File: src/rtl/assert_macros.svh
// ----------------------------------------------------------------------------
// assertion macros
// concurrent checks on the rising clock edge, disabled while in reset
// ----------------------------------------------------------------------------
`ifndef ASSERT_MACROS_SVH
`define ASSERT_MACROS_SVH

`ifndef SYNTHESIS

// same-cycle implication
`define ASSERT_SAME(label, clk, rstn, ante, cons, msg) \
    label: assert property (@(posedge clk) disable iff (!(rstn)) (ante) |-> (cons)) \
        else $error(msg);

// next-cycle implication
`define ASSERT_NEXT(label, clk, rstn, ante, cons, msg) \
    label: assert property (@(posedge clk) disable iff (!(rstn)) (ante) |=> (cons)) \
        else $error(msg);

`else

`define ASSERT_SAME(label, clk, rstn, ante, cons, msg)
`define ASSERT_NEXT(label, clk, rstn, ante, cons, msg)

`endif

`endif

File: src/rtl/gtti_pkg.sv
// ----------------------------------------------------------------------------
// gtti_pkg
// shared widths and lane control/status types for the gain interpolator
// ----------------------------------------------------------------------------
`default_nettype none

package gtti_pkg;

    localparam int NUM_LANES   = 4;
    localparam int TIME_W      = 32;
    localparam int GAIN_W      = 32;
    localparam int NUM_W       = 64;
    localparam int TDATA_IN_W  = TIME_W + NUM_LANES * GAIN_W;
    localparam int TDATA_OUT_W = NUM_LANES * GAIN_W;

    // control from the top level to every lane
    typedef struct packed {
        logic row_accept;   // a row word is taken this cycle
        logic last;         // that row closes the table
        logic clear;        // target time written, drop the brackets
        logic take;         // merge stage takes the lane results
    } lane_ctl_t;

    // status from a lane to the merge stage
    typedef struct packed {
        logic done;         // result held and stable
        logic error;        // no valid row or result not positive
    } lane_stat_t;

endpackage

`default_nettype wire

File: src/rtl/gtti_merge.sv
// ----------------------------------------------------------------------------
// gtti_merge
// waits for all lanes, packs their results into the output register
// ----------------------------------------------------------------------------
`default_nettype none

module gtti_merge (
    input  wire logic                                       aclk,
    input  wire logic                                       aresetn,
    input  wire gtti_pkg::lane_stat_t [gtti_pkg::NUM_LANES-1:0] lane_stat,
    input  wire logic [gtti_pkg::NUM_LANES-1:0][gtti_pkg::GAIN_W-1:0] lane_result,
    output logic                                            take,
    output logic                                            m_tvalid,
    input  wire logic                                       m_tready,
    output logic [gtti_pkg::TDATA_OUT_W-1:0]                m_tdata,
    output logic [gtti_pkg::NUM_LANES-1:0]                  m_tuser
);

    localparam int GW = gtti_pkg::GAIN_W;

    logic                                m_tvalid_reg;
    logic [gtti_pkg::TDATA_OUT_W-1:0]    m_tdata_reg;
    logic [gtti_pkg::NUM_LANES-1:0]      m_tuser_reg;
    logic                                all_done;

    always_comb begin
        all_done = 1'b1;
        for (int i = 0; i < gtti_pkg::NUM_LANES; i++) begin
            all_done = all_done & lane_stat[i].done;
        end
    end

    // load once every lane holds its result and the output word is free
    assign take = all_done && (!m_tvalid_reg || m_tready);

    always_ff @(posedge aclk) begin
        if (!aresetn) begin
            m_tvalid_reg <= 1'b0;
        end else if (take) begin
            m_tvalid_reg <= 1'b1;
        end else if (m_tready) begin
            m_tvalid_reg <= 1'b0;
        end
    end

    always_ff @(posedge aclk) begin
        if (take) begin
            for (int i = 0; i < gtti_pkg::NUM_LANES; i++) begin
                m_tdata_reg[i*GW +: GW] <= lane_result[i];
                m_tuser_reg[i]          <= lane_stat[i].error;
            end
        end
    end

    assign m_tvalid = m_tvalid_reg;
    assign m_tdata  = m_tdata_reg;
    assign m_tuser  = m_tuser_reg;

endmodule

`default_nettype wire

File: config.mk
export PLATFORM = sky130hd
export DESIGN_NAME = gtti_merge
export DESIGN_NICKNAME = d
export VERILOG_FILES = /design/src/rtl/assert_macros.svh /design/src/rtl/gtti_pkg.sv /design/src/rtl/gtti_merge.sv
export SDC_FILE = /design/constraint.sdc
export NUM_CORES = 1
export LEC_CHECK = 0
export BUFFER_PORTS_ARGS = -buffer_cell sky130_fd_sc_hd__buf_2
export CORE_MARGIN = 4
export CORE_UTILIZATION = 35
export CTS_CLUSTER_SIZE = 8
export DETAILED_ROUTE_END_ITERATION = 7
export GPL_TIMING_DRIVEN = 0
export PLACE_DENSITY = 0.72
export SYNTH_ARGS = -nofsm -noshare
export SYNTH_HDL_FRONTEND = slang
export SYNTH_SLANG_ARGS = --single-unit
File: constraint.sdc
create_clock -name aclk -period 6.5 [get_ports aclk]
set_clock_uncertainty 0.1 [all_clocks]
set_input_delay 0.325 -clock aclk [delete_from_list [all_inputs] [get_ports aclk]]
set_output_delay 0.325 -clock aclk [all_outputs]
set_load 0.01 [all_outputs]
==> results of run 1 <==
per-stage QoR:
stage | instance area (um^2) | hold slack (ns) | util, % | cells | setup WS [ns]
after global placement | 5550 | 0.389 | 50.3 | 549 | 0.432
after floorplan | 4020 | 0.324 | - | 137 | 1.95
after detailed placement | 5620 | 0.403 | 50.9 | 552 | 4.25
kinds of logic after synthesis:
group	share of synthesized area, %
AOI/OAI and AO/OA	0.281
DFF	99.3
and+or+nand+nor	0.468
synth_stat cells:
library cell	instances	area share [%]
a21boi_2	1	0.28
nor2b_1	1	0.16
edfxtp_1	132	99
nand2b_1	1	0.16
nand4_1	1	0.16
dfxtp_1	1	0.50
==> flow_metrics.py, run 1 <==
metrics = {
    "clock_network": {
        "clock-root-buffer": "clkbuf_16",
        "cts-resized-gates": 0,
        "cts_buffers": 17,
        "htreeDepth": 4,
        "cts_setup_buffers": 0,
        "numClockSinks": 133,
        "ctsHoldBuffers": 117,
        "ctsLongestPathBuffers": 2,
    },
    "synthesis": {
        "yosys_warnings": 0,
        "synth-seq-cells": 133,
        "syn_nets": 276,
        "synth_area_mm2": 0.00401,
        "syn_area_per_cell_um2": 29.3,
        "ys_types": 6,
        "syn_inst": 137,
        "ys_seq_area_share_pct": 99.3,
    },
    "place": {
        "hpwl_mm": 7.89,
        "place.gp.congestion": 0.745,
        "numPortBuffers": 272,
    },
    "run_status": {
        "status": "stopped before the end",
        "lastStage": "4_1_cts",
        "error": "[ERROR RSZ-0060] Max buffer count reached.",
    },
    "floorplan": {
        "die_x_um": 115,
        "die_height_um": 115,
        "io-pin-count": 273,
        "fp-row-count": 38,
        "start_util_pct": 36.4,
    },
}
==> inputs of run 2 (changes only) <==
--- a/config.mk
+++ b/config.mk
@@ -7,11 +7,10 @@
 export LEC_CHECK = 0
 export BUFFER_PORTS_ARGS = -buffer_cell sky130_fd_sc_hd__buf_2
 export CORE_MARGIN = 4
-export CORE_UTILIZATION = 35
-export CTS_CLUSTER_SIZE = 8
+export CORE_UTILIZATION = 20
 export DETAILED_ROUTE_END_ITERATION = 7
 export GPL_TIMING_DRIVEN = 0
-export PLACE_DENSITY = 0.72
+export PLACE_DENSITY_LB_ADDON = 0.15
 export SYNTH_ARGS = -nofsm -noshare
 export SYNTH_HDL_FRONTEND = slang
 export SYNTH_SLANG_ARGS = --single-unit
==> constraint.sdc (replaced) <==
create_clock -name aclk -period 8.5 [get_ports aclk]
set_clock_uncertainty 0.1 [all_clocks]
set_input_delay 0.425 -clock aclk [delete_from_list [all_inputs] [get_ports aclk]]
set_output_delay 0.425 -clock aclk [all_outputs]
set_load 0.01 [all_outputs]
==> run 2 against run 1 <==
  * The run now ends clean
  * Area after synthesis is the same
  * Synthesized cell count stayed put
==> flow_metrics.py, run 2 <==
metrics = {
    "layout": {
        "drive_gt1_share_pct": 69.2,
        "fillers": 1969,
        "postLayoutCellArea_mm2": 0.00636,
        "final_cell_mix": "buf_2 (272), edfxtp_1 (132), clkbuf_16 (17)",
        "final_common_cell": "buf_2",
        "area_delta_synth_final_pct": 58.4,
        "nNetsFinal": 571,
        "diodes": 0,
        "largest_reg_flops": 128,
    },
    "floorplan": {
        "io-pin-count": 273,
        "coreArea_mm2": 0.0196,
        "die_x_um": 150,
        "fp-row-count": 51,
        "die-area_mm2": 0.0224,
        "start_util_pct": 20.5,
        "die_height_um": 150,
    },
    "place": {
        "dpl_cell_area_mm2": 0.00580,
        "numPortBuffers": 272,
        "place.gp.congestion": 0.707,
    },
    "synthesis": {
        "synth_top_flop_cell": "edfxtp_1",
        "synth_area_mm2": 0.00401,
        "syn_inst": 137,
        "synth_top_area_share_pct": 98.8,
        "yosys_warnings": 0,
        "synth_top_area_cell": "edfxtp_1",
        "synth-seq-cells": 133,
        "syn_area_per_cell_um2": 29.3,
        "synthArstFlopShare_pct": 0,
        "ys_types": 6,
        "synth-edff-count": 132,
        "ys_seq_area_share_pct": 99.3,
        "synth.area.top_cells": "edfxtp_1 (99%), dfxtp_1 (0.50%), a21boi_2 (0.28%), nand2b_1 (0.16%), nand4_1 (0.16%)",
        "syn_nets": 276,
        "yosysMostFrequentCell": "edfxtp_1",
    },
    "worst_setup_path": {
        "cp.required_ns": 7.98,
        "worstPathMaxFanout": 32,
        "arrival_ns": 1.81,
        "crit_path_start_kind": "flop",
        "critPathKind": "reg2out",
        "worst_setup_path_end_kind": "output pin",
    },
    "drt": {
        "drtAntennaViolNets": 0,
        "drc": 0,
        "wl_per_cell_um": 15.4,
        "drt_iter0_drc": 122,
        "wirelength_mm": 11.0,
        "firstDrtPassIters": 4,
        "num_vias": 2511,
        "vias_per_cell": 3.54,
    },
    "pwr": {
        "p_comb_share_pct": 3.8,
        "intPower_uw": 1170,
        "p_sw_share_pct": 21.2,
        "peakVddDrop_mv": 0.123,
        "seqPwrFrac_pct": 49.5,
        "powerDensity_mw_per_mm2": 234,
        "p_leak_uw": 0.00261,
        "power.switching_uw": 316,
        "power_uw": 1490,
        "clkPwrFrac_pct": 46.7,
    },
    "clock_network": {
        "clkTransAtPathRegs_ns": 0.06,
        "cts_buffers": 17,
        "cts_tree": "yes",
        "cts-resized-gates": 0,
        "insertion_delay_ns": 0.41,
        "numClockSinks": 133,
        "clock-root-buffer": "clkbuf_16",
        "ctsHoldBuffers": 0,
        "cts_setup_buffers": 0,
        "htreeDepth": 4,
        "ctsLongestPathBuffers": 2,
    },
    "grt": {
        "grt_pass1_vias": 2540,
        "grt_pass1_wl_mm": 15.1,
        "antenna_found_initial": 0,
        "grt_max_degree": 35,
        "grt_usage_pct": 9.23,
        "grt_overflow": 0,
    },
    "hold_path": {
        "hp-class": "in2reg",
    },
    "sta": {
        "setup_viol": 0,
        "worst_pin_slew_ns": 0.534,
        "timing.final.crit_share_pct": 27.5,
        "period_minus_slack_ns": 2.34,
        "slew_viol_final": 0,
        "finalHoldViolCount": 0,
        "fin_hold_ws_ns": 0.0822,
        "relSlewSlack_pct": 64.3,
        "max_freq_mhz": 428,
        "rsz0062_at_grt": "no",
    },
    "flow_run": {
        "drv_cap": 0,
    },
    "run_status": {
        "status": "completed",
    },
}
-- run 2: critical path: stages (launching register included) --
cell,delay (ns)
dfxtp_1,0.31
nand2b_1,0.11
nor2b_4,0.50
buf_12,0.29
buf_2,0.17
-- run 2: layer usage --
metal	global-route usage [%]	vias up	routed length, um	share of wire (%)
met1	9.70	1173	3910	36
met4	4.71	0	271	2.5
met5	0	-	0	0
li1	-	1155	-	-
met3	5.39	15	1480	13
met2	14.7	168	5310	48
-- run 2: power by group through the flow --
stage / Sequential [uW] / Combinational (uW) / Clock [uW]
floorplan: 761 / 4.87 / 0
global placement: 756 / 53.9 / 0
detailed placement: 751 / 58.0 / 0
CTS: 737 / 58.0 / 726
global route: 738 / 62.1 / 756
finish: 737 / 56.8 / 696
-- run 2: logic make-up after synthesis --
group	Yosys count	share of synthesized area, %
DFF	133	99.3
AOI/OAI and AO/OA	1	0.281
and+or+nand+nor	3	0.468
-- run 2: path summary, 6_finish.rpt --
path,depth (start not counted),end,startpoint,slack [ns]
max,4,take,m_tvalid$_SDFFE_PN0P_,6.16
min,1,m_tdata[11]$_DFFE_PP_,lane_result[11],0.08
max reg2reg,5,m_tdata[57]$_DFFE_PP_,m_tvalid$_SDFFE_PN0P_,6.43
min reg2reg,2,m_tvalid$_SDFFE_PN0P_,m_tvalid$_SDFFE_PN0P_,0.43
-- run 2: per-stage QoR --
stage | cells | setup TNS (ns) | utilization (%) | worst slack [ns]
floorplan | 137 | 0 | - | 1.25
global placement | 674 | -160.92 | 29.1 | -1.95
detailed placement | 678 | 0 | 29.6 | 6.12
CTS | 710 | 0 | 32.5 | 6.11
global route | 710 | 0 | 32.5 | 6.03
finish | 710 | 0 | 32.5 | 6.16
-- run 2: cell type report --
cell class / instances / area, um^2 / area share [%]
clock buffers: 19 / 433 / 6.81
clock inverters: 13 / 125 / 1.97
repair buffers: 276 / 1450 / 22.8
flip-flops and latches: 133 / 3980 / 62.6
multi-input cells: 4 / 37.5 / 0.590
well taps: 265 / 332 / 5.21
Note: power is estimated with default switching activity, not from simulation.
