**src/rtl/assert_macros.svh**
```systemverilog
// ----------------------------------------------------------------------------
// assertion macros
// concurrent checks on the rising clock edge, disabled while in reset
// ----------------------------------------------------------------------------
`ifndef ASSERT_MACROS_SVH
`define ASSERT_MACROS_SVH

`ifndef SYNTHESIS

// same-cycle implication
`define ASSERT_SAME(label, clk, rstn, ante, cons, msg) \
    label: assert property (@(posedge clk) disable iff (!(rstn)) (ante) |-> (cons)) \
        else $error(msg);

// next-cycle implication
`define ASSERT_NEXT(label, clk, rstn, ante, cons, msg) \
    label: assert property (@(posedge clk) disable iff (!(rstn)) (ante) |=> (cons)) \
        else $error(msg);

`else

`define ASSERT_SAME(label, clk, rstn, ante, cons, msg)
`define ASSERT_NEXT(label, clk, rstn, ante, cons, msg)

`endif

`endif

```
**src/rtl/gtti_pkg.sv**
```systemverilog
// ----------------------------------------------------------------------------
// gtti_pkg
// shared widths and lane control/status types for the gain interpolator
// ----------------------------------------------------------------------------
`default_nettype none

package gtti_pkg;

    localparam int NUM_LANES   = 4;
    localparam int TIME_W      = 32;
    localparam int GAIN_W      = 32;
    localparam int NUM_W       = 64;
    localparam int TDATA_IN_W  = TIME_W + NUM_LANES * GAIN_W;
    localparam int TDATA_OUT_W = NUM_LANES * GAIN_W;

    // control from the top level to every lane
    typedef struct packed {
        logic row_accept;   // a row word is taken this cycle
        logic last;         // that row closes the table
        logic clear;        // target time written, drop the brackets
        logic take;         // merge stage takes the lane results
    } lane_ctl_t;

    // status from a lane to the merge stage
    typedef struct packed {
        logic done;         // result held and stable
        logic error;        // no valid row or result not positive
    } lane_stat_t;

endpackage

`default_nettype wire

```
**src/rtl/gtti_div.sv**
```systemverilog
// ----------------------------------------------------------------------------
// gtti_div
// signed 64 by unsigned 32 restoring divider, one quotient bit per cycle
// ----------------------------------------------------------------------------
`default_nettype none

module gtti_div (
    input  wire logic                                 aclk,
    input  wire logic                                 aresetn,
    input  wire logic                                 start,
    input  wire logic signed [gtti_pkg::NUM_W-1:0]    num,
    input  wire logic        [gtti_pkg::TIME_W-1:0]   den,
    output logic                                      done,
    output logic signed      [gtti_pkg::GAIN_W-1:0]   quo
);

    localparam int STEPS = gtti_pkg::GAIN_W;
    localparam int CNT_W = $clog2(STEPS);
    localparam int HW    = gtti_pkg::NUM_W / 2;

    logic                          busy_reg;
    logic                          done_reg;
    logic [CNT_W-1:0]              cnt_reg;
    logic                          neg_reg;
    logic [HW-1:0]                 rem_reg;
    logic [HW-1:0]                 dvd_reg;
    logic [gtti_pkg::GAIN_W-1:0]   quo_reg;

    logic [gtti_pkg::NUM_W-1:0]    mag;
    logic [HW:0]                   trial;
    logic [HW:0]                   diff;
    logic                          fits;

    // magnitude stays below den * 2^32, so the high half already fits below den
    assign mag   = num[gtti_pkg::NUM_W-1] ? gtti_pkg::NUM_W'(-num) : gtti_pkg::NUM_W'(num);
    assign trial = {rem_reg, dvd_reg[HW-1]};
    assign diff  = trial - {1'b0, den};
    assign fits  = (trial >= {1'b0, den});

    always_ff @(posedge aclk) begin
        if (!aresetn) begin
            busy_reg <= 1'b0;
            done_reg <= 1'b0;
            cnt_reg  <= '0;
        end else begin
            done_reg <= 1'b0;
            if (start) begin
                busy_reg <= 1'b1;
                cnt_reg  <= '0;
            end else if (busy_reg) begin
                cnt_reg <= cnt_reg + 1'b1;
                if (cnt_reg == CNT_W'(STEPS - 1)) begin
                    busy_reg <= 1'b0;
                    done_reg <= 1'b1;
                end
            end
        end
    end

    always_ff @(posedge aclk) begin
        if (start) begin
            neg_reg <= num[gtti_pkg::NUM_W-1];
            rem_reg <= mag[gtti_pkg::NUM_W-1:HW];
            dvd_reg <= mag[HW-1:0];
            quo_reg <= '0;
        end else if (busy_reg) begin
            rem_reg <= fits ? diff[HW-1:0] : trial[HW-1:0];
            dvd_reg <= {dvd_reg[HW-2:0], 1'b0};
            quo_reg <= {quo_reg[gtti_pkg::GAIN_W-2:0], fits};
        end
    end

    // truncation toward zero: divide magnitudes, then restore the sign
    assign quo  = neg_reg ? $signed(-quo_reg) : $signed(quo_reg);
    assign done = done_reg;

endmodule

`default_nettype wire

```
**src/rtl/gtti_lane.sv**
```systemverilog
// ----------------------------------------------------------------------------
// gtti_lane
// one channel: bracket tracking per row and the blend sequence on the last row
// ----------------------------------------------------------------------------
`default_nettype none

module gtti_lane (
    input  wire logic                                aclk,
    input  wire logic                                aresetn,
    input  wire logic        [gtti_pkg::TIME_W-1:0]  tgt_time,
    input  wire gtti_pkg::lane_ctl_t                 ctl,
    input  wire logic        [gtti_pkg::TIME_W-1:0]  row_time,
    input  wire logic signed [gtti_pkg::GAIN_W-1:0]  row_gain,
    input  wire logic                                row_valid,
    output gtti_pkg::lane_stat_t                     stat,
    output logic signed      [gtti_pkg::GAIN_W-1:0]  result
);

    typedef enum logic [6:0] {
        ST_IDLE     = 7'b0000001,
        ST_MUL_B    = 7'b0000010,
        ST_MUL_A    = 7'b0000100,
        ST_SUM      = 7'b0001000,
        ST_DIV_GO   = 7'b0010000,
        ST_DIV_WAIT = 7'b0100000,
        ST_DONE     = 7'b1000000
    } lane_state_t;

    localparam int TW = gtti_pkg::TIME_W;
    localparam int GW = gtti_pkg::GAIN_W;
    localparam int NW = gtti_pkg::NUM_W;

    lane_state_t state_reg, state_next;

    logic                 bf_reg, af_reg;
    logic [TW-1:0]        bt_reg, at_reg;
    logic signed [GW-1:0] bg_reg, ag_reg;

    logic signed [NW-1:0] p1_reg, p2_reg, num_reg;
    logic signed [GW-1:0] res_reg;

    logic                 upd_b, upd_a;
    logic                 interp;
    logic [TW-1:0]        wa, wb, den;
    logic signed [GW-1:0] mul_gain;
    logic [TW-1:0]        mul_wt;
    logic signed [TW:0]   mul_wt_s;
    logic signed [NW:0]   prod;
    logic signed [GW-1:0] direct;
    logic                 div_done;
    logic signed [GW-1:0] div_quo;

    // latest row at or before the target, earliest at or after; ties keep the first
    assign upd_b = (row_time <= tgt_time) && (!bf_reg || row_time > bt_reg);
    assign upd_a = (row_time >= tgt_time) && (!af_reg || row_time < at_reg);

    always_ff @(posedge aclk) begin
        if (!aresetn) begin
            bf_reg <= 1'b0;
            af_reg <= 1'b0;
        end else if (ctl.clear || ctl.take) begin
            bf_reg <= 1'b0;
            af_reg <= 1'b0;
        end else if (ctl.row_accept && row_valid) begin
            if (upd_b) begin
                bf_reg <= 1'b1;
            end
            if (upd_a) begin
                af_reg <= 1'b1;
            end
        end
    end

    always_ff @(posedge aclk) begin
        if (ctl.row_accept && row_valid && upd_b) begin
            bt_reg <= row_time;
            bg_reg <= row_gain;
        end
        if (ctl.row_accept && row_valid && upd_a) begin
            at_reg <= row_time;
            ag_reg <= row_gain;
        end
    end

    // blend weights; both brackets bound the target so none of these wrap
    assign interp   = bf_reg && af_reg && (bt_reg != at_reg);
    assign wa       = tgt_time - bt_reg;
    assign wb       = at_reg - tgt_time;
    assign den      = at_reg - bt_reg;
    assign direct   = bf_reg ? bg_reg : (af_reg ? ag_reg : '0);

    // one multiplier, used for the before term and then the after term
    assign mul_gain = (state_reg == ST_MUL_B) ? bg_reg : ag_reg;
    assign mul_wt   = (state_reg == ST_MUL_B) ? wb : wa;
    assign mul_wt_s = $signed({1'b0, mul_wt});
    assign prod     = mul_gain * mul_wt_s;

    always_comb begin
        state_next = state_reg;
        unique case (state_reg)
            ST_IDLE: begin
                if (ctl.row_accept && ctl.last) begin
                    state_next = ST_MUL_B;
                end
            end
            ST_MUL_B:    state_next = interp ? ST_MUL_A : ST_DONE;
            ST_MUL_A:    state_next = ST_SUM;
            ST_SUM:      state_next = ST_DIV_GO;
            ST_DIV_GO:   state_next = ST_DIV_WAIT;
            ST_DIV_WAIT: begin
                if (div_done) begin
                    state_next = ST_DONE;
                end
            end
            ST_DONE: begin
                if (ctl.take) begin
                    state_next = ST_IDLE;
                end
            end
            default:     state_next = ST_IDLE;
        endcase
    end

    always_ff @(posedge aclk) begin
        if (!aresetn) begin
            state_reg <= ST_IDLE;
        end else begin
            state_reg <= state_next;
        end
    end

    always_ff @(posedge aclk) begin
        if (state_reg == ST_MUL_B) begin
            p1_reg  <= prod[NW-1:0];
            res_reg <= direct;
        end
        if (state_reg == ST_MUL_A) begin
            p2_reg <= prod[NW-1:0];
        end
        if (state_reg == ST_SUM) begin
            num_reg <= p1_reg + p2_reg;
        end
        if (state_reg == ST_DIV_WAIT && div_done) begin
            res_reg <= div_quo;
        end
    end

    gtti_div u_div (
        .aclk    (aclk),
        .aresetn (aresetn),
        .start   (state_reg == ST_DIV_GO),
        .num     (num_reg),
        .den     (den),
        .done    (div_done),
        .quo     (div_quo)
    );

    assign stat.done  = (state_reg == ST_DONE);
    assign stat.error = res_reg[GW-1] || (res_reg == '0);
    assign result     = res_reg;

endmodule

`default_nettype wire

```
**config.mk**
```make
export PLATFORM = sky130hd
export DESIGN_NAME = gtti_lane
export DESIGN_NICKNAME = d
export VERILOG_FILES = /design/src/rtl/assert_macros.svh /design/src/rtl/gtti_pkg.sv /design/src/rtl/gtti_div.sv /design/src/rtl/gtti_lane.sv
export SDC_FILE = /design/constraint.sdc
export NUM_CORES = 2
export LEC_CHECK = 0
export BUFFER_PORTS_ARGS = -buffer_cell sky130_fd_sc_hd__buf_2
export CAP_MARGIN = 0
export CORE_MARGIN = 3
export CORE_UTILIZATION = 50
export DETAILED_ROUTE_END_ITERATION = 10
export GPL_TIMING_DRIVEN = 1
export PLACE_DENSITY = 0.69
export SLEW_MARGIN = 5
export SYNTH_ARGS = -nofsm -noshare
export SYNTH_HDL_FRONTEND = slang
export SYNTH_SLANG_ARGS = --single-unit
```
**constraint.sdc**
```tcl
create_clock -name aclk -period 10.6 [get_ports aclk]
set_input_delay 2.12 -clock aclk [delete_from_list [all_inputs] [get_ports aclk]]
set_output_delay 2.12 -clock aclk [all_outputs]
set_load 0.02 [all_outputs]
```
Word-level counts from Yosys, hierarchy flattened
Cells that the tools add are included.
{"block": "op_classes", "add_sub_neg": 8, "mul": 1, "magnitude_cmp": 5, "n_eq_ne": 12, "muxes": 22, "bitwise": 2, "n_reduce_logical": 24}
{"cell": "2-to-1 mux 32 bit", "n": 12}
{"cell": "subtractor 32 bit", "n": 4}
{"cell": "adder 64 bit", "n": 1}
{"cell": "multiplier 32 x 33 -> 64 bit", "n": 1}
{"cell": "2-to-1 mux 64 bit", "n": 1}
{"cell": "negation 64 bit", "n": 1}
{"cell": "case mux 7 bit (7 select lines)", "n": 1}
{"cell": "greater-or-equal comparator 33 x 32 -> 1 bit", "n": 1}
{"cell": "greater-or-equal comparator 32 bit", "n": 1}
{"cell": "greater-than comparator 32 bit", "n": 1}
{"cell": "<= comparator 32 bit", "n": 1}
{"cell": "zero test 32 bit", "n": 1}
{"cell": "< comparator 32 bit", "n": 1}
{"cell": "inequality test 32 bit", "n": 1}
{"cell": "negation 32 bit", "n": 1}
{"cell": "2-to-1 mux 7 bit", "n": 4}
{"cell": "logical AND 1 bit", "n": 9}
{"cell": "== test 7 x 1 -> 1 bit (second input constant)", "n": 1}
{"cell": "== test 7 x 2 -> 1 bit (second input constant)", "n": 1}
{"cell": "== test 7 x 3 -> 1 bit (second input constant)", "n": 1}
{"cell": "== test 7 x 4 -> 1 bit (second input constant)", "n": 1}
{"cell": "== test 7 x 5 -> 1 bit (second input constant)", "n": 1}
{"cell": "== test 7 x 6 -> 1 bit (second input constant)", "n": 1}
{"cell": "== test 7 bit (second input constant)", "n": 1}
{"cell": "other kinds (13)", "n": 25}
{"block": "word_totals", "register_bits": 465, "inputBits": 103, "out_inout_bits": 34, "word_cells": 92}

Longest topological paths before layout
{"block": "logic_depth", "word_depth": 5, "depth_mapped": 40, "depth_no_buf": 39}

Hierarchy
A second synthesis with hierarchy kept.
{"block": "hier_totals", "cells_unflattened": 7015, "hier_area_um2": 64871.0}
{"mod": "gtti_lane", "instances": 1, "cells_each": 6081, "area_per_inst_um2": 56683.1, "seq_area_each_um2": 10750.3}
{"mod": "gtti_div", "instances": 1, "cells_each": 934, "area_per_inst_um2": 8187.9, "seq_area_each_um2": 2732.6}

Worst setup path after synthesis
Ideal clock, no wire load.
{"block": "synth_timing", "path_kind": "input to register", "from": "input tgt_time[15] in the netlist's numbering", "to": "register p1_reg[59] (data pin)", "setup_ns": 0.184, "arrival_ns": 11.303, "t_required_ns": 10.416, "setup_slack_ns": -0.886, "cell_stages": 37, "path_buffers": 4, "cell_sequence": "inv_1 -> ha_1 -> clkbuf_1 -> nand2_1 -> nor3_1 -> nand3_1 -> nor3b_1 -> a21boi_0 -> o21ai_1 -> o41ai_1 -> mux2_2 -> or4_1 -> clkbuf_1 -> clkbuf_1 -> a21o_1 -> fa_1 -> inv_1 -> fa_1 -> fa_1 -> inv_1 -> fa_1 -> inv_1 -> fa_1 -> fa_1 -> fa_1 -> inv_1 -> fa_1 -> inv_1 -> ha_1 -> clkbuf_1 -> nor2b_1 -> o21ai_0 -> a32o_1 -> a211o_1 -> a211o_1 -> and4b_1 -> a211oi_1"}
{"block": "synth_via", "elab_chain_len": 3, "word_cells_on_any_way": 4, "classes_between": "2 x add/sub; 1 x mul; 1 x mux"}
{"item": "start, declared", "line": "gtti_lane.sv:10", "source": "input wire logic [gtti_pkg::TIME_W-1:0] tgt_time,"}
{"item": "subtractor 32 bit, on equally long branches", "line": "gtti_lane.sv:87, gtti_lane.sv:88"}
{"item": "2-to-1 mux 32 bit *", "line": "gtti_lane.sv:94", "source": "assign mul_wt = (state_reg == ST_MUL_B) ? wb : wa;"}
{"item": "multiplier 32 x 33 -> 64 bit *", "line": "gtti_lane.sv:96", "source": "assign prod = mul_gain * mul_wt_s;"}
{"item": "net prod[59]", "line": "gtti_lane.sv:48", "source": "logic signed [NW:0] prod;"}
{"item": "end signal, assigned", "line": "gtti_lane.sv:134", "source": "p1_reg <= prod[NW-1:0];"}
{"item": "end, declared", "line": "gtti_lane.sv:39", "source": "logic signed [NW-1:0] p1_reg, p2_reg, num_reg;"}
Mark *: on every way through the listed nets, which the timed path passes. The rest lies on a longest branch.
A chain may end at the register's enable or synchronous reset.

Final worst setup path
{"block": "layout_timing", "from": "input tgt_time[1] in the netlist's numbering", "to": "register p2_reg[59] (data pin)"}
{"block": "layout_via", "elab_chain_len": 3, "word_cells_on_any_way": 4, "classes_between": "2 x add/sub; 1 x mul; 1 x mux"}
{"item": "subtractor 32 bit, on equally long branches", "line": "gtti_lane.sv:87, gtti_lane.sv:88"}
{"item": "2-to-1 mux 32 bit *", "line": "gtti_lane.sv:94"}
{"item": "multiplier 32 x 33 -> 64 bit *", "line": "gtti_lane.sv:96"}
{"item": "net prod[59]", "line": "gtti_lane.sv:48"}
{"item": "end signal, assigned", "line": "gtti_lane.sv:138", "source": "p2_reg <= prod[NW-1:0];"}
{"item": "end, declared", "line": "gtti_lane.sv:39"}
Marks and branches as above.

==> results.toml <==
[run_status]
status = "finished, violations left"
violations = "negative setup slack"

[clocking]
cts_made_buffers = 52
ctsHoldBuffers = 0
cts_sinks = 465
clkTransAtPathRegs_ns = 0.06
cts_tree = "built"
clockBufferDepth = 3
clk_latency_ns = 0.69
cts_root_buffer = "clkbuf_16"
h-tree-depth = 2

[cells_and_area]
fin_util_pct = 59.7
drive_gt1_share_pct = 18.0
mostFrequentLayoutCell = "inv_1"
area_growth_pct = 18.3
finish.instance_area_um2 = 76300
mostFrequentLayoutCells = "inv_1 (1,062), fa_1 (860), buf_4 (707)"
finish.net_count = 9157

[drt]
drc = 0
dr.pass1.iters = 7
drt_wl_total_um = 230000
dr_total_vias = 55700
drt_iter0_markers = 5367
final_antenna_net_count = 0
vias_per_cell = 6.00
avgRoutedWirePerCell_um = 24.8

[die]
die_area_um2 = 133000
die_y_um = 365
fp.coreArea_um2 = 128000
io_pins = 137
die_w_um = 365
rows = 131
initial_utilization_pct = 50.5

[setup_path]
required_ns = 11.07
startpoint_type = "primary input"
regToRegSetupSlack_ns = 0.23
slowest_delay_ns = 0.57
cp-end-kind = "register"
critPathArrivalTime_ns = 11.39
crit_fanout = 8
critPathMostFrequentCell = "fa_1"
r2r-end = "p2_reg[59]$_DFFE_PP_"
worstSetupPathType = "in -> reg"
r2r-start = "state_reg[3]$_SDFFE_PN0P_"
slowest_stage = "fa_1"
reg2regPathDepth = 28

[sta]
slew_viol_final = 0
clock_skew_ns = 0.0485
fin_crit_sh_pct = 103
max_freq_ghz = 0.0916
setup_viol = 38
finalCriticalPeriod_ns = 10.92
timing.final.hold_violations = 0
setup_ws_ns = -0.318
tightest_slew_ns = 1.21
rsz0062_at_grt = "yes"
slew_headroom_pct = 19.6

[synth]
synth_edf_count = 417
ys_types = 85
seq_area_frac_synth_pct = 20.9
avgSynthCellArea_um2 = 9.32
synth_area_um2 = 64500
synthFlopType = "edfxtp_1"
ys_seq_elements = 465
postSynthNetCount = 8507
syn_inst = 6924
async_reset_ff_share_pct = 0
yosys_warnings = 0

[grt]
grt_overflow_total = 0
busiest_layer = "met2"
grtUsageMet1_pct = 44.5
first_global_vias = 56200
antenna_found_initial = 21
grt_use_total_pct = 34.3
use_met3_pct = 6.72
grt_max_degree = 76
grt_pass1_wl_um = 342000
use_met2_pct = 52.3

[hold_path]
hold_end = "u_div.dvd_reg[1]$_DFFE_PP_"
holdCritPathClass = "reg -> reg"
holdCritStartpoint = "u_div.dvd_reg[0]$_SDFFCE_PN0P_"
whs_path_depth = 2

[placed_design]
gp_congestion = 1.02
dpl-instance-area_um2 = 72600
portBuffers = 136
dp_hpwl_um = 190000

[run]
max_cap_violations = 0
-- area by class of cell --
type / instances / area [µm²]
clock buffer: 64 / 1390
antenna: 13 / 32.5
sequential: 465 / 13500
fill: 11000 / 51500
multi-input combinational: 5052 / 47600
tap: 1662 / 2080
timing repair buffer: 916 / 7350
clock inverter: 34 / 324
inverter: 1087 / 4100
-- cells by family (layout without fill, tap and decap cells) --
kind of cell,Yosys count,after routing,synth area share [%]
AOI/OAI and AO/OA,1349,1349,13.8
xor gates and xnor gates,295,295,4.01
adders and majority gates,1480,1480,39.2
buffers and inverters,1407,2101,8.21
DFF,465,465,20.9
muxes,63,63,0.993
other,0,13,0
and+or+nand+nor,1865,1865,12.9
-- how the worst max path moves through the flow --
stage | startpoint | to | slack [ns]
after floorplan | tgt_time[15] | p1_reg[63]$_DFFE_PP_ | -0.15
after global placement | tgt_time[0] | p1_reg[60]$_DFFE_PP_ | -1.10
after detailed placement | tgt_time[1] | p2_reg[60]$_DFFE_PP_ | -1.20
after CTS | tgt_time[1] | p2_reg[59]$_DFFE_PP_ | -0.24
after global routing | tgt_time[1] | p1_reg[59]$_DFFE_PP_ | -0.55
final | tgt_time[1] | p2_reg[59]$_DFFE_PP_ | -0.32
-- critical path, delay by kind of cell --
family	cells	cell delay, ns
simple gates	8	1.51
buf+inv	6	0.66
compound gates	10	2.43
fa+ha+maj	10	4.63
-- per-layer routing --
metal	part of all wire [%]	vias up
met5	0.068	-
met4	8.1	10
met3	9.1	739
met2	44	2738
met1	38	27800
li1	-	24400
-- Yosys cell counts (16+ instances only) --
master / count / area share [%]
a211oi_1: 28 / 0.33
a21o_1: 199 / 2.3
a21oi_1: 371 / 2.9
a221oi_1: 41 / 0.56
a31oi_1: 50 / 0.48
a32oi_1: 18 / 0.24
a41o_1: 18 / 0.28
a41oi_1: 19 / 0.26
and2_1: 38 / 0.37
and3_1: 29 / 0.28
clkbuf_1: 299 / 1.7
dfxtp_1: 48 / 1.5
edfxtp_1: 417 / 19
fa_1: 902 / 28
ha_1: 578 / 11
inv_1: 1085 / 6.3
mux2i_1: 55 / 0.85
nand2_1: 701 / 4.1
nand2b_1: 52 / 0.50
nand3_1: 63 / 0.49
nand4_1: 59 / 0.57
nor2_1: 627 / 3.6
nor2b_1: 42 / 0.41
nor3_1: 78 / 0.61
nor4_1: 60 / 0.58
o21a_1: 60 / 0.70
o21ai_0: 260 / 2.0
o21bai_1: 38 / 0.44
o31ai_1: 44 / 0.51
o32ai_1: 16 / 0.22
o41ai_1: 22 / 0.30
or2_2: 25 / 0.24
or3_1: 27 / 0.26
or4_1: 22 / 0.26
xnor2_1: 163 / 2.2
xor2_1: 132 / 1.8
-- stage by stage --
| step | std cells | hold WS (ns) | TNS (ns) | setup slack [ns] |
|---|---|---|---|---|
| after global placement | 9121 | 0.484 | -60.31 | -1.10 |
| after floorplan | 6924 | 0.424 | -1.80 | -0.154 |
| after global routing | 9286 | 0.548 | -18.28 | -0.546 |
| final | 9293 | 0.520 | -6.73 | -0.318 |
| after CTS | 9252 | 0.521 | -4.06 | -0.236 |
| after detailed placement | 9121 | 0.504 | -65.58 | -1.20 |
-- what timing repair did --
| action | in CTS | in global routing |
|---|---|---|
| gates resized for setup | 111 | 222 |
| cloned | 1 | 2 |
| endpoints found under the setup margin | 54 | 76 |
| pin swaps | 118 | 175 |
| buffers inserted | 33 | 37 |
Power is not shown: default switching activity piles up to over one toggle a cycle in this logic, so the estimate is an artifact.
